===== config.mk =====
export PLATFORM = sky130hd
export DESIGN_NAME = alarm_clock_with_blink
export DESIGN_NICKNAME = d
export VERILOG_FILES = /design/src/hw/rtl/acwb_pkg.sv /design/src/hw/rtl/acwb_core.sv /design/src/hw/rtl/alarm_clock_with_blink.sv
export SDC_FILE = /design/constraint.sdc
export NUM_CORES = 1
export LEC_CHECK = 0
export BUFFER_PORTS_ARGS = -buffer_cell sky130_fd_sc_hd__buf_2
export CORE_MARGIN = 2
export CORE_UTILIZATION = 53
export DETAILED_ROUTE_END_ITERATION = 10
export PLACE_DENSITY = 0.81
export SLEW_MARGIN = 30
export SYNTH_ARGS = -nofsm -noshare
export SYNTH_HDL_FRONTEND = slang
export SYNTH_SLANG_ARGS = --single-unit
export TNS_END_PERCENT = 100

===== constraint.sdc =====
create_clock -name aclk -period 3.5 [get_ports aclk]
set_clock_uncertainty 0.05 [all_clocks]
set_input_delay 0.525 -clock aclk [delete_from_list [all_inputs] [get_ports aclk]]
set_output_delay 0.525 -clock aclk [all_outputs]
set_load 0.01 [all_outputs]

===== src/hw/rtl/acwb_pkg.sv =====
// ----------------------------------------------------------------------------
// acwb_pkg: shared definitions for the alarm clock with blink
// Widths, counter limits, register indexes, digit helpers and link structs.
// ----------------------------------------------------------------------------
`default_nettype none

package acwb_pkg;

    localparam int TICKS_PER_SECOND  = 1000;
    localparam int BLINK_TICKS       = 5000;
    localparam int BLINK_HALF_PERIOD = 200;

    localparam int MILLIS_W = 10;
    localparam int SEC_W    = 6;
    localparam int MIN_W    = 6;
    localparam int HOUR_W   = 5;
    localparam int REM_W    = 13;
    localparam int PHASE_W  = 8;
    localparam int KEY_W    = 8;
    localparam int CFG_W    = 6;
    localparam int CFG_IDX_W = 2;

    localparam logic [MILLIS_W-1:0] MILLIS_LAST = MILLIS_W'(TICKS_PER_SECOND - 1);
    localparam logic [SEC_W-1:0]    SEC_LAST    = SEC_W'(59);
    localparam logic [MIN_W-1:0]    MIN_LAST    = MIN_W'(59);
    localparam logic [HOUR_W-1:0]   HOUR_LAST   = HOUR_W'(23);
    localparam logic [REM_W-1:0]    REM_START   = REM_W'(BLINK_TICKS);
    localparam logic [PHASE_W-1:0]  PHASE_LAST  = PHASE_W'(BLINK_HALF_PERIOD - 1);

    // Configuration register indexes
    localparam logic [CFG_IDX_W-1:0] CFG_ALARM_HOUR   = 2'd0;
    localparam logic [CFG_IDX_W-1:0] CFG_ALARM_MINUTE = 2'd1;
    localparam logic [CFG_IDX_W-1:0] CFG_ALARM_SECOND = 2'd2;

    typedef struct packed {
        logic [HOUR_W-1:0] hour;
        logic [MIN_W-1:0]  minute;
        logic [SEC_W-1:0]  second;
    } alarm_cfg_t;

    typedef struct packed {
        logic [1:0] hour_tens;
        logic [3:0] hour_ones;
        logic [2:0] minute_tens;
        logic [3:0] minute_ones;
        logic [2:0] second_tens;
        logic [3:0] second_ones;
        logic       led_on;
        logic       alarm_active;
    } result_t;

    // Tens digit of a value below 60
    function automatic logic [2:0] tens_of(input logic [5:0] v);
        logic [2:0] t;
        if (v >= 6'd50)      t = 3'd5;
        else if (v >= 6'd40) t = 3'd4;
        else if (v >= 6'd30) t = 3'd3;
        else if (v >= 6'd20) t = 3'd2;
        else if (v >= 6'd10) t = 3'd1;
        else                 t = 3'd0;
        return t;
    endfunction

    // Ones digit, given the tens digit: v - 10*t
    function automatic logic [3:0] ones_of(input logic [5:0] v, input logic [2:0] t);
        logic [5:0] r;
        r = v - {t, 3'b000} - {2'b00, t, 1'b0};
        return r[3:0];
    endfunction

endpackage

`default_nettype wire


===== src/hw/rtl/acwb_core.sv =====
// ----------------------------------------------------------------------------
// acwb_core: clock and blink state
// Holds the time and blink counters and computes one update per item.
// ----------------------------------------------------------------------------
`default_nettype none

module acwb_core (
    input  wire logic                           aclk,
    input  wire logic                           aresetn,
    input  wire logic                           proc,
    input  wire logic                           tick,
    input  wire logic [acwb_pkg::KEY_W-1:0]     key_code,
    input  wire acwb_pkg::alarm_cfg_t           cfg,
    output acwb_pkg::result_t                   result
);

    logic [acwb_pkg::MILLIS_W-1:0] millis_reg, millis_next;
    logic [acwb_pkg::SEC_W-1:0]    sec_reg, sec_next;
    logic [acwb_pkg::MIN_W-1:0]    min_reg, min_next;
    logic [acwb_pkg::HOUR_W-1:0]   hour_reg, hour_next;
    logic [acwb_pkg::REM_W-1:0]    rem_reg, rem_next;
    logic [acwb_pkg::PHASE_W-1:0]  phase_reg, phase_next;
    logic                          led_reg, led_next;
    logic [acwb_pkg::KEY_W-1:0]    prev_key_reg;
    logic [acwb_pkg::KEY_W-1:0]    pressed;
    logic [2:0]                    h_t, m_t, s_t;

    always_comb begin
        millis_next = millis_reg;
        sec_next    = sec_reg;
        min_next    = min_reg;
        hour_next   = hour_reg;
        rem_next    = rem_reg;
        phase_next  = phase_reg;
        led_next    = led_reg;
        pressed     = key_code & ~prev_key_reg;

        // new key press ends a running window
        if (rem_reg != '0 && pressed != '0) begin
            rem_next = '0;
            led_next = 1'b0;
        end

        if (tick) begin
            if (millis_reg == acwb_pkg::MILLIS_LAST) begin
                millis_next = '0;
                if (sec_reg == acwb_pkg::SEC_LAST) begin
                    sec_next = '0;
                    if (min_reg == acwb_pkg::MIN_LAST) begin
                        min_next = '0;
                        hour_next = (hour_reg == acwb_pkg::HOUR_LAST) ? '0 : hour_reg + 1'b1;
                    end else begin
                        min_next = min_reg + 1'b1;
                    end
                end else begin
                    sec_next = sec_reg + 1'b1;
                end
            end else begin
                millis_next = millis_reg + 1'b1;
            end

            if (rem_next != '0) begin
                if (phase_reg == '0) led_next = ~led_next;
                phase_next = (phase_reg == acwb_pkg::PHASE_LAST) ? '0 : phase_reg + 1'b1;
                rem_next   = rem_next - 1'b1;
            end

            // restart the window on every tick at the alarm time
            if (hour_next == cfg.hour && min_next == cfg.minute && sec_next == cfg.second) begin
                rem_next   = acwb_pkg::REM_START;
                phase_next = '0;
            end
        end
    end

    always_ff @(posedge aclk) begin
        if (!aresetn) begin
            millis_reg   <= '0;
            sec_reg      <= acwb_pkg::SEC_LAST;
            min_reg      <= acwb_pkg::MIN_LAST;
            hour_reg     <= acwb_pkg::HOUR_LAST;
            rem_reg      <= '0;
            phase_reg    <= '0;
            led_reg      <= 1'b0;
            prev_key_reg <= '0;
        end else if (proc) begin
            millis_reg   <= millis_next;
            sec_reg      <= sec_next;
            min_reg      <= min_next;
            hour_reg     <= hour_next;
            rem_reg      <= rem_next;
            phase_reg    <= phase_next;
            led_reg      <= led_next;
            prev_key_reg <= key_code;
        end
    end

    always_comb begin
        h_t = acwb_pkg::tens_of({1'b0, hour_next});
        m_t = acwb_pkg::tens_of(min_next);
        s_t = acwb_pkg::tens_of(sec_next);
        result.hour_tens    = h_t[1:0];
        result.hour_ones    = acwb_pkg::ones_of({1'b0, hour_next}, h_t);
        result.minute_tens  = m_t;
        result.minute_ones  = acwb_pkg::ones_of(min_next, m_t);
        result.second_tens  = s_t;
        result.second_ones  = acwb_pkg::ones_of(sec_next, s_t);
        result.led_on       = led_next;
        result.alarm_active = (rem_next != '0);
    end

    a_millis_wrap: assert property (@(posedge aclk) disable iff (!aresetn)
        proc && tick && millis_reg == acwb_pkg::MILLIS_LAST |=> millis_reg == '0)
        else $error("millisecond counter did not wrap");

    a_no_tick_hold: assert property (@(posedge aclk) disable iff (!aresetn)
        proc && !tick |=> $stable(millis_reg) && $stable(sec_reg) && $stable(phase_reg))
        else $error("clock moved without a tick");

    a_phase_range: assert property (@(posedge aclk) disable iff (!aresetn)
        phase_reg <= acwb_pkg::PHASE_LAST)
        else $error("blink phase out of range");

endmodule

`default_nettype wire


===== src/hw/rtl/alarm_clock_with_blink.sv =====
// ----------------------------------------------------------------------------
// alarm_clock_with_blink: 24-hour clock with alarm blink window
// Input register, state update and result register; alarm time registers.
// ----------------------------------------------------------------------------
// Path: an accepted item is held in the input register, then its result is held
//   in the result register until the result side takes it.
// Throughput: 1 item per cycle while the result side takes every item.
// Reset (aresetn low, synchronous): clock at 23:59:59, window off, LED off,
//   alarm time 00:00:00, both stages empty.
`default_nettype none

module alarm_clock_with_blink (
    input  wire logic                               aclk,
    input  wire logic                               aresetn,
    input  wire logic                               cfg_wr_en,
    input  wire logic [acwb_pkg::CFG_IDX_W-1:0]     cfg_index,
    input  wire logic [acwb_pkg::CFG_W-1:0]         cfg_wdata,
    input  wire logic                               s_valid,
    output logic                                    s_ready,
    input  wire logic                               s_tick,
    input  wire logic [7:0]                         s_key_code,
    output logic                                    m_valid,
    input  wire logic                               m_ready,
    output logic [1:0]                              m_hour_tens,
    output logic [3:0]                              m_hour_ones,
    output logic [2:0]                              m_minute_tens,
    output logic [3:0]                              m_minute_ones,
    output logic [2:0]                              m_second_tens,
    output logic [3:0]                              m_second_ones,
    output logic                                    m_led_on,
    output logic                                    m_alarm_active
);

    acwb_pkg::alarm_cfg_t cfg_reg;
    logic                 in_valid_reg;
    logic                 in_tick_reg;
    logic [7:0]           in_key_reg;
    logic                 out_valid_reg;
    acwb_pkg::result_t    out_reg;
    acwb_pkg::result_t    core_result;
    logic                 advance;

    assign advance = in_valid_reg && (!out_valid_reg || m_ready);
    assign s_ready = !in_valid_reg || advance;

    always_ff @(posedge aclk) begin
        if (!aresetn) begin
            cfg_reg <= '0;
        end else if (cfg_wr_en) begin
            case (cfg_index)
                acwb_pkg::CFG_ALARM_HOUR:   cfg_reg.hour   <= cfg_wdata[acwb_pkg::HOUR_W-1:0];
                acwb_pkg::CFG_ALARM_MINUTE: cfg_reg.minute <= cfg_wdata;
                acwb_pkg::CFG_ALARM_SECOND: cfg_reg.second <= cfg_wdata;
                default: ;
            endcase
        end
    end

    always_ff @(posedge aclk) begin
        if (!aresetn) begin
            in_valid_reg  <= 1'b0;
            out_valid_reg <= 1'b0;
        end else begin
            if (s_ready) in_valid_reg <= s_valid;
            if (advance) out_valid_reg <= 1'b1;
            else if (m_ready) out_valid_reg <= 1'b0;
        end
    end

    always_ff @(posedge aclk) begin
        if (s_valid && s_ready) begin
            in_tick_reg <= s_tick;
            in_key_reg  <= s_key_code;
        end
        if (advance) out_reg <= core_result;
    end

    acwb_core u_core (
        .aclk     (aclk),
        .aresetn  (aresetn),
        .proc     (advance),
        .tick     (in_tick_reg),
        .key_code (in_key_reg),
        .cfg      (cfg_reg),
        .result   (core_result)
    );

    assign m_valid        = out_valid_reg;
    assign m_hour_tens    = out_reg.hour_tens;
    assign m_hour_ones    = out_reg.hour_ones;
    assign m_minute_tens  = out_reg.minute_tens;
    assign m_minute_ones  = out_reg.minute_ones;
    assign m_second_tens  = out_reg.second_tens;
    assign m_second_ones  = out_reg.second_ones;
    assign m_led_on       = out_reg.led_on;
    assign m_alarm_active = out_reg.alarm_active;

    a_stall_keeps_result: assert property (@(posedge aclk) disable iff (!aresetn)
        out_valid_reg && !m_ready |=> out_valid_reg && $stable(out_reg))
        else $error("result dropped or changed while stalled");

    a_held_item_kept: assert property (@(posedge aclk) disable iff (!aresetn)
        in_valid_reg && !advance |=> in_valid_reg && $stable(in_key_reg))
        else $error("pending item lost");

    a_led_off_after_press: assert property (@(posedge aclk) disable iff (!aresetn)
        advance && !in_tick_reg && core_result.alarm_active == 1'b0 && out_valid_reg
        && out_reg.alarm_active && m_ready |=> !out_reg.led_on)
        else $error("LED lit after window ended by key");

endmodule

`default_nettype wire


==> qor.txt <==
ANT cells = 0
total gr overflow = 0
Slew Viols, Final = 0
CP cell instances = ha_4 > nand4_4 > or4_4 > buf_4 > o22ai_1 > o311ai_1 > a2111oi_4 > nand3b_4 > nor2_1 > nor3_1 > or4b_1
final setup vio count = 0
sequential fraction of the synthesis area = 37.6%
Clock Path Buffers = 2
TritonCTS clock tree = yes
EDFF count, synth = 31
cell area after layout = 0.00763 mm2
clock tree sinks = 107
Max Clk Rate = 0.299 GHz
critical path's largest stage delay = 0.58 ns
CTS clk-pin slew, worst paths = 0.07 ns
initial antenna violation count = 0
clk_lat worst skew = 0.36 ns
area post-placement = 0.00720 mm2
max reg flops = 17
wire per inst = 15.8 um
WL final = 15,800 um
yosys warns = 0
sum of buffers and inverters on the critical path = 1
cts hold-fix bufs = 0
overall power = 2.75 mW
min cycle time layout = 3.35 ns
largest delay contributor family on the critical path = simple AND/OR/NAND/NOR gates
area of the mapped netlist = 0.00652 mm2
full die area = 0.0132 mm2
pwr/cell area = 360 mW/mm2
Layout Nets = 889
commonest non-fill, non-tap cell in the layout = nand2_1
Post-synth ARST share = 0%
MaxCap Viol Count = 0
IO Pins = 46
Port Buffers = 45
Rows = 40
Fillers = 995
vias in the first global route = 5,498
Die W = 115 um
Final Wtd Congestion = 0.935
VDD IR max = 278 uV
Critical-path top delay cell = or4_4
Reg area = 0.00245 mm2
HPWL reported at the end of detailed placement = 11,000 um
Syn Inst Count = 774
Via density = 6.12
Avg Inst Size Synth = 8.43 um2
slew margin rel. = 59.9%
synth unique cells = 78
Crit Path Max Fanout = 13
first-pass GRT wire length = 25,700 um
Hold Path Class = primary input to flop
crit start category = flop
Post-Place Worst Slack = -0.0114 ns
Worst Path Required = 3.55 ns
leak pwr = 3.05 nW
initial DRC count = 536
1st-pass router iterations = 5
area of the multi-input gates = 0.00387 mm2
final hold violations = 0
share of cells above drive strength 1 = 18.7%
# DRC = 0
critical path class = flop to flop
Root Driver = clkbuf_16
Arrival @ worst endpoint = 3.40 ns
Starting Density = 54.3%
largest net degree at the start of global routing = 47
worst setup margin = 0.155 ns
CP Capture Type = flop
status = completed
most frequent cells in the layout = nand2_1, nor2_1, dfxtp_1
ys flop type = dfxtp_1
DR vias = 6,113
Core Region = 0.0120 mm2
worst-margin pin slew = 0.599 ns
Fin Setup TNS = 0 ns
Net Count, Synth = 816
chip height = 115 um
Area Overhead vs Synth = 17.1%
Antenna Nets Post-Route = 0
part of the cycle the worst path needs = 95.6%
H-tree lvl count = 3
gr usage total = 24.1%
number of CTS-inserted buffers = 9
FF+latch count, synth = 107
RSZ-0062 raised after global routing = false
==> layout make-up <==
class                      instances  area share (%)
inverter                          27            1.33
timing repair buffer             108            9.19
clock buffer                       9            2.95
tap                              147            2.41
sequential                       107            32.1
multi-input combinational        594            50.7
clock inverter                     7            1.31
==> what timing repair did <==
item | 4_1_cts | 5_1_grt
buffers inserted | 0 | 4
cloned | 0 | 1
pin swaps | 0 | 3
endpoints found under the setup margin | 1 | 10
resized for setup | 1 | 15
==> through the flow <==
step	utilization (%)	hold slack [ns]	std cells
2_1_floorplan	-	0.386	774
3_3_place_gp	59.9	0.393	978
3_5_place_dp	59.9	0.397	978
4_1_cts	62.7	0.277	994
5_1_grt	63.6	0.273	999
6_report	63.6	0.283	999
==> cell usage after synthesis (4+ instances only) <==
| cell | count | area, um2 |
|---|---|---|
| a211oi_1 | 4 | 30.0 |
| a21boi_0 | 4 | 30.0 |
| a21o_1 | 4 | 30.0 |
| a21oi_1 | 55 | 275 |
| a22o_1 | 4 | 35.0 |
| a311oi_1 | 4 | 35.0 |
| a31oi_1 | 8 | 50.1 |
| and2_1 | 4 | 25.0 |
| and3_1 | 9 | 56.3 |
| and4_1 | 4 | 35.0 |
| buf_2 | 4 | 20.0 |
| clkbuf_1 | 37 | 139 |
| dfxtp_1 | 76 | 1520 |
| edfxtp_1 | 31 | 931 |
| ha_1 | 20 | 250 |
| inv_1 | 25 | 93.8 |
| mux2_2 | 4 | 45.0 |
| mux2i_1 | 29 | 290 |
| nand2_1 | 86 | 323 |
| nand2b_1 | 5 | 31.3 |
| nand3_1 | 34 | 170 |
| nand3b_1 | 5 | 37.5 |
| nand4_1 | 16 | 100 |
| nor2_1 | 80 | 300 |
| nor2b_1 | 4 | 25.0 |
| nor3_1 | 21 | 105 |
| nor3b_1 | 4 | 30.0 |
| nor4_1 | 14 | 87.6 |
| o211ai_1 | 9 | 67.6 |
| o21a_1 | 5 | 37.5 |
| o21ai_0 | 33 | 165 |
| o22ai_1 | 8 | 50.1 |
| o31ai_1 | 6 | 45.0 |
| or3_1 | 8 | 50.1 |
| or4_1 | 10 | 75.1 |
| xnor2_1 | 20 | 175 |
| xor2_1 | 20 | 175 |
==> cell families (layout without fill, tap and decap cells) <==
kind of cell	after synthesis	after routing	share of synthesized area, %
multiplexers	34	34	5.49
flip-flops	107	107	37.6
AND/OR/NAND/NOR	322	322	25.2
buffers and inverters	73	151	4.47
XOR/XNOR	40	40	5.37
AO/OA/AOI/OAI	178	178	18.1
adder cells (fa/ha/maj)	20	20	3.84
==> final timing paths <==
path                                                           from                             endpoint  slack, ns  cells past startpoint
worst max-delay path              u_core.millis_reg[1]$_SDFFE_PN0P_             m_alarm_active$_DFFE_PP_       0.15                     11
worst min-delay path                                  s_key_code[5]              in_key_reg[5]$_DFFE_PP_       0.28                      1
worst max register to register    u_core.millis_reg[1]$_SDFFE_PN0P_             m_alarm_active$_DFFE_PP_       0.15                     11
worst min register to register  u_core.prev_key_reg[5]$_SDFFE_PN0P_  u_core.prev_key_reg[5]$_SDFFE_PN0P_       0.40                      2
==> routing by layer <==
| layer | track usage (%) | share of wire (%) |
|---|---|---|
| met1 | 32.5 | 45 |
| met2 | 38.9 | 47 |
| met3 | 5.54 | 6.6 |
| met4 | 6.91 | 1.7 |
| met5 | 0 | 0 |
==> where the power goes <==
group          switching, mW  internal, mW
Combinational          0.180         0.115
Clock                  0.483         0.631
Sequential            0.0262          1.31
No activity file was read; power rests on OpenSTA's default activity.
